$ cat config.mk
export PLATFORM = sky130hd
export DESIGN_NAME = byte_ring_buffer_overwrite_unit
export DESIGN_NICKNAME = d
export VERILOG_FILES = /design/src/brbo_pkg.sv /design/src/byte_ring_buffer_overwrite_unit.sv /design/src/brbo_ram.sv /design/src/brbo_datapath.sv /design/src/brbo_controller.sv
export SDC_FILE = /design/constraint.sdc
export NUM_CORES = 1
export LEC_CHECK = 0
export BUFFER_PORTS_ARGS = -buffer_cell sky130_fd_sc_hd__buf_2
export CAP_MARGIN = 20
export CORE_MARGIN = 2
export CORE_UTILIZATION = 56
export CTS_CLUSTER_DIAMETER = 30
export DETAILED_ROUTE_END_ITERATION = 8
export GPL_ROUTABILITY_DRIVEN = 0
export PLACE_DENSITY = 0.75
export SLEW_MARGIN = 20
export SYNTH_ARGS = -nofsm -noshare
export SYNTH_HDL_FRONTEND = slang
export SYNTH_SLANG_ARGS = --single-unit
$ cat constraint.sdc
create_clock -name i_clk -period 3.7 [get_ports i_clk]
set_clock_uncertainty 0.05 [all_clocks]
set_input_delay 0.37 -clock i_clk [delete_from_list [all_inputs] [get_ports i_clk]]
set_output_delay 0.37 -clock i_clk [all_outputs]
set_load 0.01 [all_outputs]
$ cat src/brbo_pkg.sv
// ----------------------------------------------------------------------------
// brbo_pkg
// Types, op codes and sizes shared by the byte ring buffer modules.
// ----------------------------------------------------------------------------
package brbo_pkg;

    localparam int DEPTH  = 64;
    localparam int ADDR_W = $clog2(DEPTH);
    localparam int CNT_W  = 7;
    localparam int BYTE_W = 8;
    localparam int OP_W   = 3;

    typedef enum logic [OP_W-1:0] {
        OP_ADD     = 3'd0,
        OP_GET_N   = 3'd1,
        OP_GET_ALL = 3'd2,
        OP_COUNT   = 3'd3,
        OP_CLEAR   = 3'd4
    } t_op;

    typedef enum logic [1:0] {
        ST_IDLE,
        ST_READ,
        ST_LOAD
    } t_state;

    typedef struct packed {
        logic [OP_W-1:0]   op;
        logic [BYTE_W-1:0] value;
        logic [BYTE_W-1:0] request_count;
    } t_in_item;

    typedef struct packed {
        logic [BYTE_W-1:0] data;
        logic              data_valid;
        logic              last;
        logic [CNT_W-1:0]  count_value;
        logic              overflow;
    } t_out_item;

    typedef struct packed {
        logic accept;
        logic rd_issue;
        logic ld_byte;
    } t_cmd;

    typedef struct packed {
        logic out_free;
        logic get_go;
        logic last_byte;
    } t_status;

endpackage

$ cat src/byte_ring_buffer_overwrite_unit.sv
// ----------------------------------------------------------------------------
// byte_ring_buffer_overwrite_unit
// Byte ring buffer that overwrites the oldest byte when full.
//
//   channel  direction  handshake                 payload
//   in       input      i_in_valid / o_in_stall   i_in  (t_in_item)
//   out      output     o_out_valid / i_out_stall o_out (t_out_item)
//   cfg      input      i_cfg_we                  i_cfg_data (size in use)
//
// add, count, clear and an empty get each load one result into the output register.
// a get of k bytes then runs ST_READ and ST_LOAD for each byte: a store read, then
// a load of the output register once it frees, set by the single registered read port.
// reset is synchronous; no clearing pass, store contents start undefined.
// a stalled output holds its transfer and holds off the next accept.
// ----------------------------------------------------------------------------
module byte_ring_buffer_overwrite_unit (
    input  logic                        i_clk,
    input  logic                        i_rst_n,
    input  logic                        i_in_valid,
    output logic                        o_in_stall,
    input  brbo_pkg::t_in_item          i_in,
    output logic                        o_out_valid,
    input  logic                        i_out_stall,
    output brbo_pkg::t_out_item         o_out,
    input  logic                        i_cfg_we,
    input  logic [brbo_pkg::CNT_W-1:0]  i_cfg_data
);
    import brbo_pkg::*;

    t_cmd    w_cmd;
    t_status w_status;

    brbo_controller u_ctrl (
        .i_clk      (i_clk),
        .i_rst_n    (i_rst_n),
        .i_in_valid (i_in_valid),
        .o_in_stall (o_in_stall),
        .i_status   (w_status),
        .o_cmd      (w_cmd)
    );

    brbo_datapath u_dp (
        .i_clk       (i_clk),
        .i_rst_n     (i_rst_n),
        .i_cmd       (w_cmd),
        .o_status    (w_status),
        .i_in        (i_in),
        .o_out_valid (o_out_valid),
        .i_out_stall (i_out_stall),
        .o_out       (o_out),
        .i_cfg_we    (i_cfg_we),
        .i_cfg_data  (i_cfg_data)
    );

endmodule

$ cat src/brbo_ram.sv
// ----------------------------------------------------------------------------
// brbo_ram
// Generic single write port, single read port RAM with registered read.
// ----------------------------------------------------------------------------
module brbo_ram #(
    parameter int WIDTH = 8,
    parameter int DEPTH = 64
) (
    input  logic                     i_clk,
    input  logic                     i_we,
    input  logic [$clog2(DEPTH)-1:0] i_waddr,
    input  logic [WIDTH-1:0]         i_wdata,
    input  logic                     i_re,
    input  logic [$clog2(DEPTH)-1:0] i_raddr,
    output logic [WIDTH-1:0]         o_rdata
);

    logic [WIDTH-1:0] r_mem [DEPTH];
    logic [WIDTH-1:0] r_rdata;

    always_ff @(posedge i_clk) begin
        if (i_we) begin
            r_mem[i_waddr] <= i_wdata;
        end
        if (i_re) begin
            r_rdata <= r_mem[i_raddr];
        end
    end

    assign o_rdata = r_rdata;

endmodule

$ cat src/brbo_datapath.sv
// ----------------------------------------------------------------------------
// brbo_datapath
// Pointers, fill count, overflow flag, byte store and output register.
// ----------------------------------------------------------------------------
module brbo_datapath (
    input  logic                            i_clk,
    input  logic                            i_rst_n,
    input  brbo_pkg::t_cmd                  i_cmd,
    output brbo_pkg::t_status               o_status,
    input  brbo_pkg::t_in_item              i_in,
    output logic                            o_out_valid,
    input  logic                            i_out_stall,
    output brbo_pkg::t_out_item             o_out,
    input  logic                            i_cfg_we,
    input  logic [brbo_pkg::CNT_W-1:0]      i_cfg_data
);
    import brbo_pkg::*;

    logic [CNT_W-1:0]  r_size, n_size;
    logic [ADDR_W-1:0] r_rp, n_rp;
    logic [ADDR_W-1:0] r_wp, n_wp;
    logic [CNT_W-1:0]  r_fill, n_fill;
    logic              r_ovf, n_ovf;
    logic [CNT_W-1:0]  r_k, n_k;
    logic [CNT_W-1:0]  r_idx, n_idx;
    logic              r_out_valid, n_out_valid;
    t_out_item         r_out, n_out;

    logic [CNT_W-1:0]  w_size;
    logic [BYTE_W-1:0] w_n;
    logic              w_is_get;
    logic              w_get_go;
    logic              w_last_byte;
    logic              w_we;
    logic [BYTE_W-1:0] w_rdata;

    function automatic logic [ADDR_W-1:0] ptr_inc(
        input logic [ADDR_W-1:0] p,
        input logic [CNT_W-1:0]  size
    );
        logic [CNT_W-1:0] nx;
        nx = CNT_W'(p) + CNT_W'(1);
        return (nx == size) ? '0 : ADDR_W'(nx);
    endfunction

    // size in use clamped to 1..DEPTH
    always_comb begin
        if (r_size == '0) begin
            w_size = CNT_W'(1);
        end else if (r_size > CNT_W'(DEPTH)) begin
            w_size = CNT_W'(DEPTH);
        end else begin
            w_size = r_size;
        end
    end

    assign w_is_get = (i_in.op == OP_GET_N) || (i_in.op == OP_GET_ALL);
    assign w_n      = (i_in.op == OP_GET_ALL) ? BYTE_W'(r_fill) : i_in.request_count;
    assign w_get_go = w_is_get && (r_fill != '0) && (w_n != '0)
                      && (w_n <= BYTE_W'(w_size));
    assign w_last_byte = (r_idx + CNT_W'(1)) == r_k;
    assign w_we = i_cmd.accept && (i_in.op == OP_ADD);

    brbo_ram #(
        .WIDTH (BYTE_W),
        .DEPTH (DEPTH)
    ) u_store (
        .i_clk   (i_clk),
        .i_we    (w_we),
        .i_waddr (r_wp),
        .i_wdata (i_in.value),
        .i_re    (i_cmd.rd_issue),
        .i_raddr (r_rp),
        .o_rdata (w_rdata)
    );

    always_comb begin
        n_size      = r_size;
        n_rp        = r_rp;
        n_wp        = r_wp;
        n_fill      = r_fill;
        n_ovf       = r_ovf;
        n_k         = r_k;
        n_idx       = r_idx;
        n_out       = r_out;
        n_out_valid = r_out_valid && i_out_stall;

        if (i_cfg_we) begin
            n_size = i_cfg_data;
            n_rp   = '0;
            n_wp   = '0;
            n_fill = '0;
            n_ovf  = '0;
        end else if (i_cmd.accept) begin
            n_out.data        = '0;
            n_out.data_valid  = 1'b0;
            n_out.last        = 1'b1;
            n_out.count_value = '0;
            n_out.overflow    = r_ovf;
            case (i_in.op)
                OP_ADD: begin
                    n_wp = ptr_inc(r_wp, w_size);
                    if (r_fill >= w_size) begin
                        n_ovf = 1'b1;
                        n_rp  = ptr_inc(r_rp, w_size);
                    end else begin
                        n_ovf  = 1'b0;
                        n_fill = r_fill + CNT_W'(1);
                    end
                    n_out.overflow = n_ovf;
                    n_out_valid    = 1'b1;
                end
                OP_GET_N, OP_GET_ALL: begin
                    if (w_get_go) begin
                        // bytes follow; flag reads zero on every one of them
                        n_ovf = 1'b0;
                        n_k   = (w_n < BYTE_W'(r_fill)) ? CNT_W'(w_n) : r_fill;
                        n_idx = '0;
                    end else begin
                        n_out_valid = 1'b1;
                    end
                end
                OP_COUNT: begin
                    n_out.count_value = r_fill;
                    n_out_valid       = 1'b1;
                end
                OP_CLEAR: begin
                    n_rp           = '0;
                    n_wp           = '0;
                    n_fill         = '0;
                    n_ovf          = '0;
                    n_out.overflow = 1'b0;
                    n_out_valid    = 1'b1;
                end
                default: begin
                    n_out = r_out;
                end
            endcase
        end else if (i_cmd.ld_byte) begin
            n_out.data        = w_rdata;
            n_out.data_valid  = 1'b1;
            n_out.last        = w_last_byte;
            n_out.count_value = r_k;
            n_out.overflow    = 1'b0;
            n_out_valid       = 1'b1;
            n_idx             = r_idx + CNT_W'(1);
            n_rp              = ptr_inc(r_rp, w_size);
            if (w_last_byte) begin
                // a get always drops whatever it leaves unread
                n_rp   = '0;
                n_wp   = '0;
                n_fill = '0;
                n_ovf  = '0;
            end
        end
    end

    always_ff @(posedge i_clk) begin
        if (!i_rst_n) begin
            r_size      <= CNT_W'(DEPTH);
            r_rp        <= '0;
            r_wp        <= '0;
            r_fill      <= '0;
            r_ovf       <= 1'b0;
            r_k         <= '0;
            r_idx       <= '0;
            r_out_valid <= 1'b0;
        end else begin
            r_size      <= n_size;
            r_rp        <= n_rp;
            r_wp        <= n_wp;
            r_fill      <= n_fill;
            r_ovf       <= n_ovf;
            r_k         <= n_k;
            r_idx       <= n_idx;
            r_out_valid <= n_out_valid;
        end
    end

    always_ff @(posedge i_clk) begin
        r_out <= n_out;
    end

    assign o_status.out_free  = !r_out_valid || !i_out_stall;
    assign o_status.get_go    = w_get_go;
    assign o_status.last_byte = w_last_byte;
    assign o_out_valid        = r_out_valid;
    assign o_out              = r_out;

endmodule

$ cat src/brbo_controller.sv
// ----------------------------------------------------------------------------
// brbo_controller
// Sequences accepts and the read-then-load steps of a get.
// ----------------------------------------------------------------------------
module brbo_controller (
    input  logic                  i_clk,
    input  logic                  i_rst_n,
    input  logic                  i_in_valid,
    output logic                  o_in_stall,
    input  brbo_pkg::t_status     i_status,
    output brbo_pkg::t_cmd        o_cmd
);
    import brbo_pkg::*;

    t_state r_state, n_state;

    always_ff @(posedge i_clk) begin
        if (!i_rst_n) begin
            r_state <= ST_IDLE;
        end else begin
            r_state <= n_state;
        end
    end

    always_comb begin
        n_state    = r_state;
        o_cmd      = '0;
        o_in_stall = 1'b1;
        case (r_state)
            ST_IDLE: begin
                o_in_stall = !i_status.out_free;
                if (i_in_valid && i_status.out_free) begin
                    o_cmd.accept = 1'b1;
                    if (i_status.get_go) begin
                        n_state = ST_READ;
                    end
                end
            end
            ST_READ: begin
                o_cmd.rd_issue = 1'b1;
                n_state        = ST_LOAD;
            end
            ST_LOAD: begin
                // read data holds in the ram until the output register frees
                if (i_status.out_free) begin
                    o_cmd.ld_byte = 1'b1;
                    n_state       = i_status.last_byte ? ST_IDLE : ST_READ;
                end
            end
            default: begin
                n_state = ST_IDLE;
            end
        endcase
    end

endmodule

## Yosys cells after proc, flatten, opt, wreduce, memory -nomap -nowiden

Memories as Yosys holds them, arrays and structs flattened. A register that Yosys moved wholly into a read port is not among the register bits.
Index checks and enable logic that the tools add are counted.
W data, S select, Z words.

- Output and inout bits: 20
- RAM bits: 512
- Bits in registers: 62
- Logic and storage cells: 134
- Memories kept: 1

- Magnitude comparators: 4
- Multiplexer cells: 53
- $add $sub $neg: 4
- Reductions and logical operators: 34
- Eq/ne operators: 22
- Bitwise gates (word level): 2

Memory list:

| name | depth | bits a word | rd ports | clocked after memory_dff | write ports | RTL line | text |
|---|---|---|---|---|---|---|---|
| u_dp.u_store.r_mem | 64 | 8 | 1 | 1 | 1 | brbo_ram.sv:18 | `logic [WIDTH-1:0] r_mem [DEPTH];` |

Operators by type and width:

| kind | number |
|---|---|
| $mux W7 | 11 |
| $mux W6 | 9 |
| $mux W18 | 2 |
| $pmux W7 S2 | 2 |
| $pmux W6 S2 | 2 |
| $eq A7 B7 Y1 | 3 |
| $mux W1 | 18 |
| $reduce_and A3 Y1 | 6 |
| $reduce_and A4 Y1 | 4 |
| $ne A3 B3 Y1 const B | 5 |
| $add A6 B1 Y7 const B | 2 |
| $add A7 B1 Y7 const B | 2 |
| $mux W10 | 1 |
| $le A8 B7 Y1 | 1 |
| $lt A8 B7 Y1 | 1 |
| $mux W8 | 1 |
| $ne A4 B4 Y1 const B | 2 |
| $reduce_bool A8 Y1 | 1 |
| $ge A7 B7 Y1 | 1 |
| $gt A7 B7 Y1 const B | 1 |
| $logic_not A7 Y1 | 1 |
| $reduce_bool A7 Y1 | 1 |
| $eq A3 B2 Y1 const B | 2 |
| $logic_and A1 B1 Y1 | 6 |
| 20 further kinds | 34 |

## Longest topological paths before layout

Gate-level depths: netlist of the first run.

- Depth after elaboration: 9
- Gate-level depth with buffers: 12
- Mapped depth without buffers: 11

## Hierarchy

Synthesis of the first run repeated with hierarchy kept, for this count alone.

- Cells, all modules: 1419
- Area, all modules: 24463.5 um^2

By module, submodules not included:

| module | instances | area an instance (um^2) | cells an instance |
|---|---|---|---|
| brbo_ram | 1 | 20246.9 | 940 |
| brbo_datapath | 1 | 4091.4 | 465 |
| brbo_controller | 1 | 125.1 | 14 |

## Least setup slack after synthesis of the first run

OpenSTA, ideal clock, no wires.

- Path kind: in2reg
- Start point: in i_in[17] in the netlist's numbering
- End point: reg u_dp.r_k[0]
- Arrival time: 3.349 ns
- Cell stages on the path: 11
- Setup time: 0.117 ns
- Data required time: 3.533 ns
- Path slack: 0.184 ns
- Path through: clkbuf_1 nor3b_1 buf_2 mux2_2 ha_1 a21o_1 a21oi_1 or3b_1 a2111oi_2 a31oi_1 a22o_1

- Cells in the longest elaborated chain, start to end: 6

RTL lines:

| item | RTL line | text |
|---|---|---|
| start, declared | byte_ring_buffer_overwrite_unit.sv:21 | `input brbo_pkg::t_in_item i_in,` |
| branches (longest 6 deep; another with $le A8 B7 Y1) | -- |  |
| end signal, assigned | brbo_datapath.sv:174 | `r_k <= n_k;` |
| end, declared | brbo_datapath.sv:24 | `logic [CNT_W-1:0] r_k, n_k;` |

Parallel ways; which one is timed is not known.
A chain may end at the register's enable or synchronous reset.

## Final worst setup path of the first run

- Start point: in i_out_stall
- End point: mem u_dp.u_store.r_mem[32][2], enable pin

- Cells in the longest elaborated chain, start to end: 8

RTL lines:

| item | RTL line | text |
|---|---|---|
| start, declared | byte_ring_buffer_overwrite_unit.sv:23 | `input logic i_out_stall,` |
| $logic_not A1 Y1 | brbo_datapath.sv:184 | `assign o_status.out_free = !r_out_valid \|\| !i_out_stall;` |
| $logic_or A1 B1 Y1 | brbo_datapath.sv:184 |  |
| $logic_and A1 B1 Y1 | brbo_controller.sv:32 | `if (i_in_valid && i_status.out_free) begin` |
| $mux W1 | brbo_controller.sv:32 |  |
| $mux W1 | brbo_controller.sv:29 | `case (r_state)` |
| $logic_and A1 B1 Y1 | brbo_datapath.sv:62 | `assign w_we = i_cmd.accept && (i_in.op == OP_ADD);` |
| $mux W1 | brbo_ram.sv:22 | `if (i_we) begin` |
| $mux W1 (implied by the code) | brbo_ram.sv:23 | `r_mem[i_waddr] <= i_wdata;` |
| end, declared | brbo_ram.sv:18 |  |

No other way between the ends.

==> impl_metrics.json, run 1 <==
{
  "die_x_um": 211,
  "grt_max_degree": 65,
  "setup_viol": 0,
  "ys_warn_count": 0,
  "drv_slew": 0,
  "muxShareOfSynthArea": 0.168,
  "drive_above_1_share": 0.333,
  "worstPathRequired_ns": 3.99,
  "io_pins": 51,
  "grt_pass1_vias": 13700,
  "antenna_left": 0,
  "cts.sinks": 582,
  "synth_ff_type": "edfxtp_1",
  "p_leak_nw": 9.58,
  "cts_buffers": 104,
  "antenna_cells": 0,
  "design.core.area_um2": 42000,
  "worst_setup_path_start_kind": "primary input",
  "antenna_found_initial": 3,
  "vias": 13300,
  "worstMarginPinSlew_ns": 1.04,
  "maxCapViolCount": 0,
  "hpwl_um": 32400,
  "fillers": 2472,
  "r2r_cells": 9,
  "wl_met3_um": 4910,
  "dr_wl_met2_um": 27900,
  "clock_path_buffers": 3,
  "finalCritPeriodShare": 0.862,
  "setup-tns-final_ns": 0,
  "run_status": "finished clean",
  "drt-met1-wl_um": 22700,
  "finalWirelength_um": 57000,
  "start_util": 0.569,
  "grt_overflow": 0,
  "drt_iter0_markers": 1594,
  "insertion_delay_ns": 0.64,
  "yosys.area_share.simple": 0.0500,
  "hold_slack_ns": 0.0554,
  "grt_first_pass_wirelength_um": 86400,
  "detail_route.first_pass.iterations": 5,
  "crit_fanout": 9,
  "synth_cells": 1264,
  "die_h_um": 211,
  "drt-wirelength-per-cell_um": 27.2,
  "syn_nets": 1320,
  "highest_layer": "met5",
  "syn_area_um2": 23900,
  "min_path_cells": 2,
  "syn_avg_cell_area_um2": 18.9,
  "worst_r2r_startpoint": "u_dp.o_out_valid",
  "syn_to_final_growth_pct": 22.1,
  "std_cell_rows": 75,
  "ys_seq_area_frac": 0.713,
  "io_buffer_count": 50,
  "hp-class": "primary input to register",
  "synth_edf_count": 538,
  "r2r_setup_slack_ns": 0.57,
  "powerDensity_nw_per_um2": 600,
  "die_area_um2": 44400,
  "fin_nets": 1522,
  "cts_root_buffer": "clkbuf_16",
  "fmax_ghz": 0.314,
  "synth-adder-area-share": 0.0131,
  "grt_setup_unrepaired": "false",
  "hp-start": "i_rst_n",
  "slew_headroom": 0.304,
  "period_needed_ns": 3.19,
  "path_clk_slew_ns": 0.05,
  "cp_data_arrival_time_ns": 3.48,
  "tritoncts": "yes",
  "peakVddDrop_mv": 0.482,
  "hold_viol_final": 0,
  "synth_top_family_by_area": "multiplexers",
  "startpoint": "i_out_stall",
  "synth_cell_types": 60,
  "power_mw": 17.5,
  "synth-seq-cells": 582,
  "drc": 0,
  "viasPerCell": 6.35,
  "htreeDepth": 3,
  "endpoint_kind": "register",
  "synthArstFlopShare": 0,
  "synth-compound-area-share": 0.0295,
  "synth_xor_area_frac": 0.0111,
  "grt_usage": 0.266,
  "crit_type": "primary input to register"
}
-- power breakdown --
part           internal [mW]  total (mW)  switching [mW]
Clock                   6.57        9.96            3.39
Sequential              7.20        7.21          0.0110
Combinational          0.118       0.355           0.237
Total                   13.9        17.5            3.64
-- timing repair --
item / CTS / global route
buffers inserted: 0 / 0
resized for setup: 0 / 0
endpoints found under the hold margin: 9 / 0
hold buffers: 8 / 0
-- worst paths after layout --
check | end
worst max-delay path | u_dp.u_store.r_mem[32][2]
worst min-delay path | u_dp.r_size[6]
worst max register to register | u_dp.u_store.r_mem[32][2]
worst min register to register | u_dp.r_k[1]
-- Yosys cell counts (7+ instances only) --
library cell    n  area share
mux4_2        168        0.16
nand3_1        23      0.0048
nand2_1        52      0.0082
buf_6           8      0.0038
clkbuf_1       34      0.0053
nor2b_1         9      0.0024
xnor2_1        14      0.0051
inv_1          13      0.0020
edfxtp_1      538        0.68
buf_1           8      0.0013
or3_1           7      0.0018
and2_1         10      0.0026
a22o_1          8      0.0029
dfxtp_1        44       0.037
mux2i_1        16      0.0067
o22ai_1         8      0.0021
nor2_1        104       0.016
buf_2          15      0.0031
ha_1           25       0.013
a31oi_1        17      0.0044
a21oi_1        23      0.0048
o21ai_0        14      0.0029
nor3_1         12      0.0025
-- critical path, stage by stage --
cell and delay, ns:
dlygate4sd3_1 0.52, buf_2 0.14, nand2_1 0.08, nand2b_1 0.22, nor2_1 0.37, inv_2 0.08
nor4_2 0.22, nor2b_1 0.37, nand2_1 0.49, nor2_1 0.39, buf_4 0.22
-- cell usage in the layout, fill, tap and decap left out, drive strengths merged, types with 7 or more instances in the layout --
cell type	count
nor2b	9
and2	10
clkinvlp	18
a21oi	24
clkbuf	115
nor3	12
a22o	8
o21ai	20
or3	7
buf	153
mux4	168
nand3	23
inv	29
mux2i	16
edfxtp	538
ha	25
nand2	52
nor2	105
bufinv	18
a31oi	17
clkinv	30
o22ai	8
dlygate4sd3	8
or3b	7
xnor2	14
dfxtp	44
-- logic make-up (layout without fill, tap and decap cells) --
| logic type | count (synthesis) | after routing |
|---|---|---|
| DFF | 582 | 582 |
| and+or+nand+nor | 254 | 254 |
| muxes | 190 | 190 |
| AOI/OAI and AO/OA | 108 | 108 |
| buffers and inverters | 81 | 371 |
| adders and majority gates | 25 | 25 |
| xor gates and xnor gates | 24 | 24 |
-- registers in the layout (all words and copies together) (netlist names) --
signal,cells
u_dp.r_idx,7
u_dp.r_fill,7
u_dp.u_store.r_mem,512
u_dp.r_size,7
u_dp.r_rp,6
u_ctrl.r_state,2
u_dp.o_out_valid,1
u_dp.u_store.o_rdata,8
u_dp.o_out,18
u_dp.r_wp,6
u_dp.r_k,7
u_dp.r_ovf,1
-- per-stage QoR --
stage               worst slack [ns]   util  cells  cell area, um^2
global route                   0.443  0.694   2093            29200
CTS                            0.669  0.694   2093            29200
global placement               0.226  0.604   1891            25400
detailed placement             0.193  0.604   1891            25400
floorplan                      0.184      -   1264            23900
finish                         0.512  0.694   2093            29200
-- layer usage --
layer  global-route usage  vias up
li1                     -     5606
met1                0.369     6850
met2                0.429      725
met3               0.0577      115
met4               0.0857        2
met5                    0        -
-- area by class of cell --
cell class	count	area (um^2)	share of cell area
flip-flops and latches	582	17000	0.584
repair buffers	161	1200	0.0412
clock buffers	115	2700	0.0924
clock inverters	79	1020	0.0350
inverters	16	60.1	0.00206
multi-input cells	601	6490	0.222
well taps	539	674	0.0231
Power figures use the tool's default switching activity.
==> inputs of run 2 (changes only) <==
--- a/config.mk
+++ b/config.mk
@@ -13,6 +13,7 @@
 export DETAILED_ROUTE_END_ITERATION = 8
 export GPL_ROUTABILITY_DRIVEN = 0
 export PLACE_DENSITY = 0.75
+export RECOVER_POWER = 25
 export SLEW_MARGIN = 20
 export SYNTH_ARGS = -nofsm -noshare
 export SYNTH_HDL_FRONTEND = slang
==> run 2 against run 1 <==
Against the previous run:
- the run now ends with capacitance limit, slew limit left
- first-iteration DRC count is 5.4% higher
- non-clock buffer count did not move
- via count decreased by 0.11%
- design area about the same
- maximum frequency up 1.4%
- routed wire length down 0.22%
- hold slack about the same
- critical path type unchanged
==> impl_metrics.json, run 2 (same netlist as run 1, synthesis figures left out) <==
{
  "drt_iter0_markers": 1680,
  "final_cell_mix": "edfxtp_1, mux4_2, clkbuf_16, nor2_1, buf_4",
  "endpoint_kind": "register",
  "grt_setup_unrepaired": "false",
  "grt_usage": 0.266,
  "grt_max_degree": 65,
  "setup_viol": 0,
  "fin_nets": 1522,
  "io_pins": 51,
  "violations": "capacitance limit, slew limit",
  "die_x_um": 211,
  "largest_register_ffs": 512,
  "antenna_left": 0,
  "start_util": 0.569,
  "cts_resized": 0,
  "std_cell_rows": 75,
  "p_leak_nw": 9.56,
  "die_h_um": 211,
  "maxCapViolCount": 7,
  "antenna_cells": 0,
  "worstPathRequired_ns": 3.99,
  "fmax_ghz": 0.318,
  "fillers": 2479,
  "drc": 0,
  "peakVddDrop_mv": 0.482,
  "detail_route.first_pass.iterations": 5,
  "grt_overflow": 0,
  "die_area_um2": 44400,
  "hp-class": "primary input to register",
  "dp_cells": 1891,
  "clock_path_buffers": 3,
  "powerDensity_nw_per_um2": 601,
  "regMostFlops": "u_dp.u_store.r_mem",
  "drive_above_1_share": 0.328,
  "critPathMaxStageDelay_ns": 0.52,
  "design.core.area_um2": 42000,
  "grt_pass1_vias": 13700,
  "period_needed_ns": 3.14,
  "cp_slowest_cell": "dlygate4sd3_1",
  "finalCritPeriodShare": 0.849,
  "viasPerCell": 6.35,
  "tritoncts": "yes",
  "drv_slew": 327,
  "worst_setup_path_start_kind": "primary input",
  "hold_viol_final": 0,
  "finalWirelength_um": 56900,
  "crit_type": "primary input to register",
  "layout.cells.non_filler": 2093,
  "cp_data_arrival_time_ns": 3.44,
  "drt-wirelength-per-cell_um": 27.2,
  "antenna_found_initial": 3,
  "vias": 13300,
  "setup-tns-final_ns": 0,
  "crit_fanout": 9,
  "cts_buffers": 104,
  "slew_headroom": -1.13,
  "htreeDepth": 3,
  "cp_cell_sequence": "dlygate4sd3_1, buf_2, nand2_1, nand2b_1, nor2_1, inv_2, nor4_2, nor2b_1, nand2_1, nor2_1, buf_4",
  "io_buffer_count": 50,
  "worstMarginPinSlew_ns": 3.19,
  "r2r_cells": 9,
  "hpwl_um": 32400,
  "cts.sinks": 582,
  "insertion_delay_ns": 0.63,
  "cts_root_buffer": "clkbuf_16",
  "min_path_cells": 2,
  "run_status": "finished, violations left",
  "final_common_cell": "edfxtp_1",
  "syn_to_final_growth_pct": 22.0,
  "grt_first_pass_wirelength_um": 86400,
  "path_clk_slew_ns": 0.05
}
## run 2: final cells by class
class	instances	area (um^2)	area share
Sequential cell	582	17000	0.584
Multi-Input combinational cell	601	6490	0.223
Clock buffer	115	2700	0.0924
Timing Repair Buffer	161	1180	0.0405
Clock inverter	79	1020	0.0350
Tap cell	539	674	0.0231
Inverter	16	60.1	0.00206
## run 2: what timing repair did
| action | CTS | global route |
|---|---|---|
| hold buffers | 8 | 0 |
| buffers inserted | 0 | 0 |
| hold endpoints to repair | 9 | 0 |
## run 2: per-stage QoR
step	worst slack, ns	area (um^2)	util	hold slack, ns	power, mW
after detailed placement	0.193	25400	0.604	0.422	7.68
after global placement	0.226	25400	0.604	0.414	7.67
final	0.557	29200	0.694	0.0556	17.5
after floorplan	0.184	23900	-	0.399	7.51
after CTS	0.669	29200	0.694	0.0133	17.6
after global routing	0.443	29200	0.694	0.0538	17.9
## run 2: report_power, final
part           total (mW)  internal (mW)  switching, mW
clock                9.96           6.57           3.39
combinational       0.352          0.116          0.237
sequential           7.22           7.21         0.0111
total                17.5           13.9           3.64
## run 2: path summary, 6_finish.rpt
path              slack (ns)              from                        end
setup / recovery        0.56       i_out_stall  u_dp.u_store.r_mem[32][2]
hold / removal          0.06           i_rst_n             u_dp.r_size[6]
setup reg to reg        0.62  u_dp.o_out_valid  u_dp.u_store.r_mem[32][2]
hold reg to reg         0.42       u_dp.r_k[1]                u_dp.r_k[1]
## run 2: critical path: cells and delay by family
family / cells / cell delay (ns)
buf+inv: 4 / 0.96
simple gates: 7 / 2.10
## run 2: routing by layer
metal  vias up  GRT usage  routed length [um]
li1       5600          -                   -
met1      6814      0.369               22400
met2       760      0.429               27900
met3       107     0.0577                5130
met4         2     0.0857                1440
met5         -          0                  13
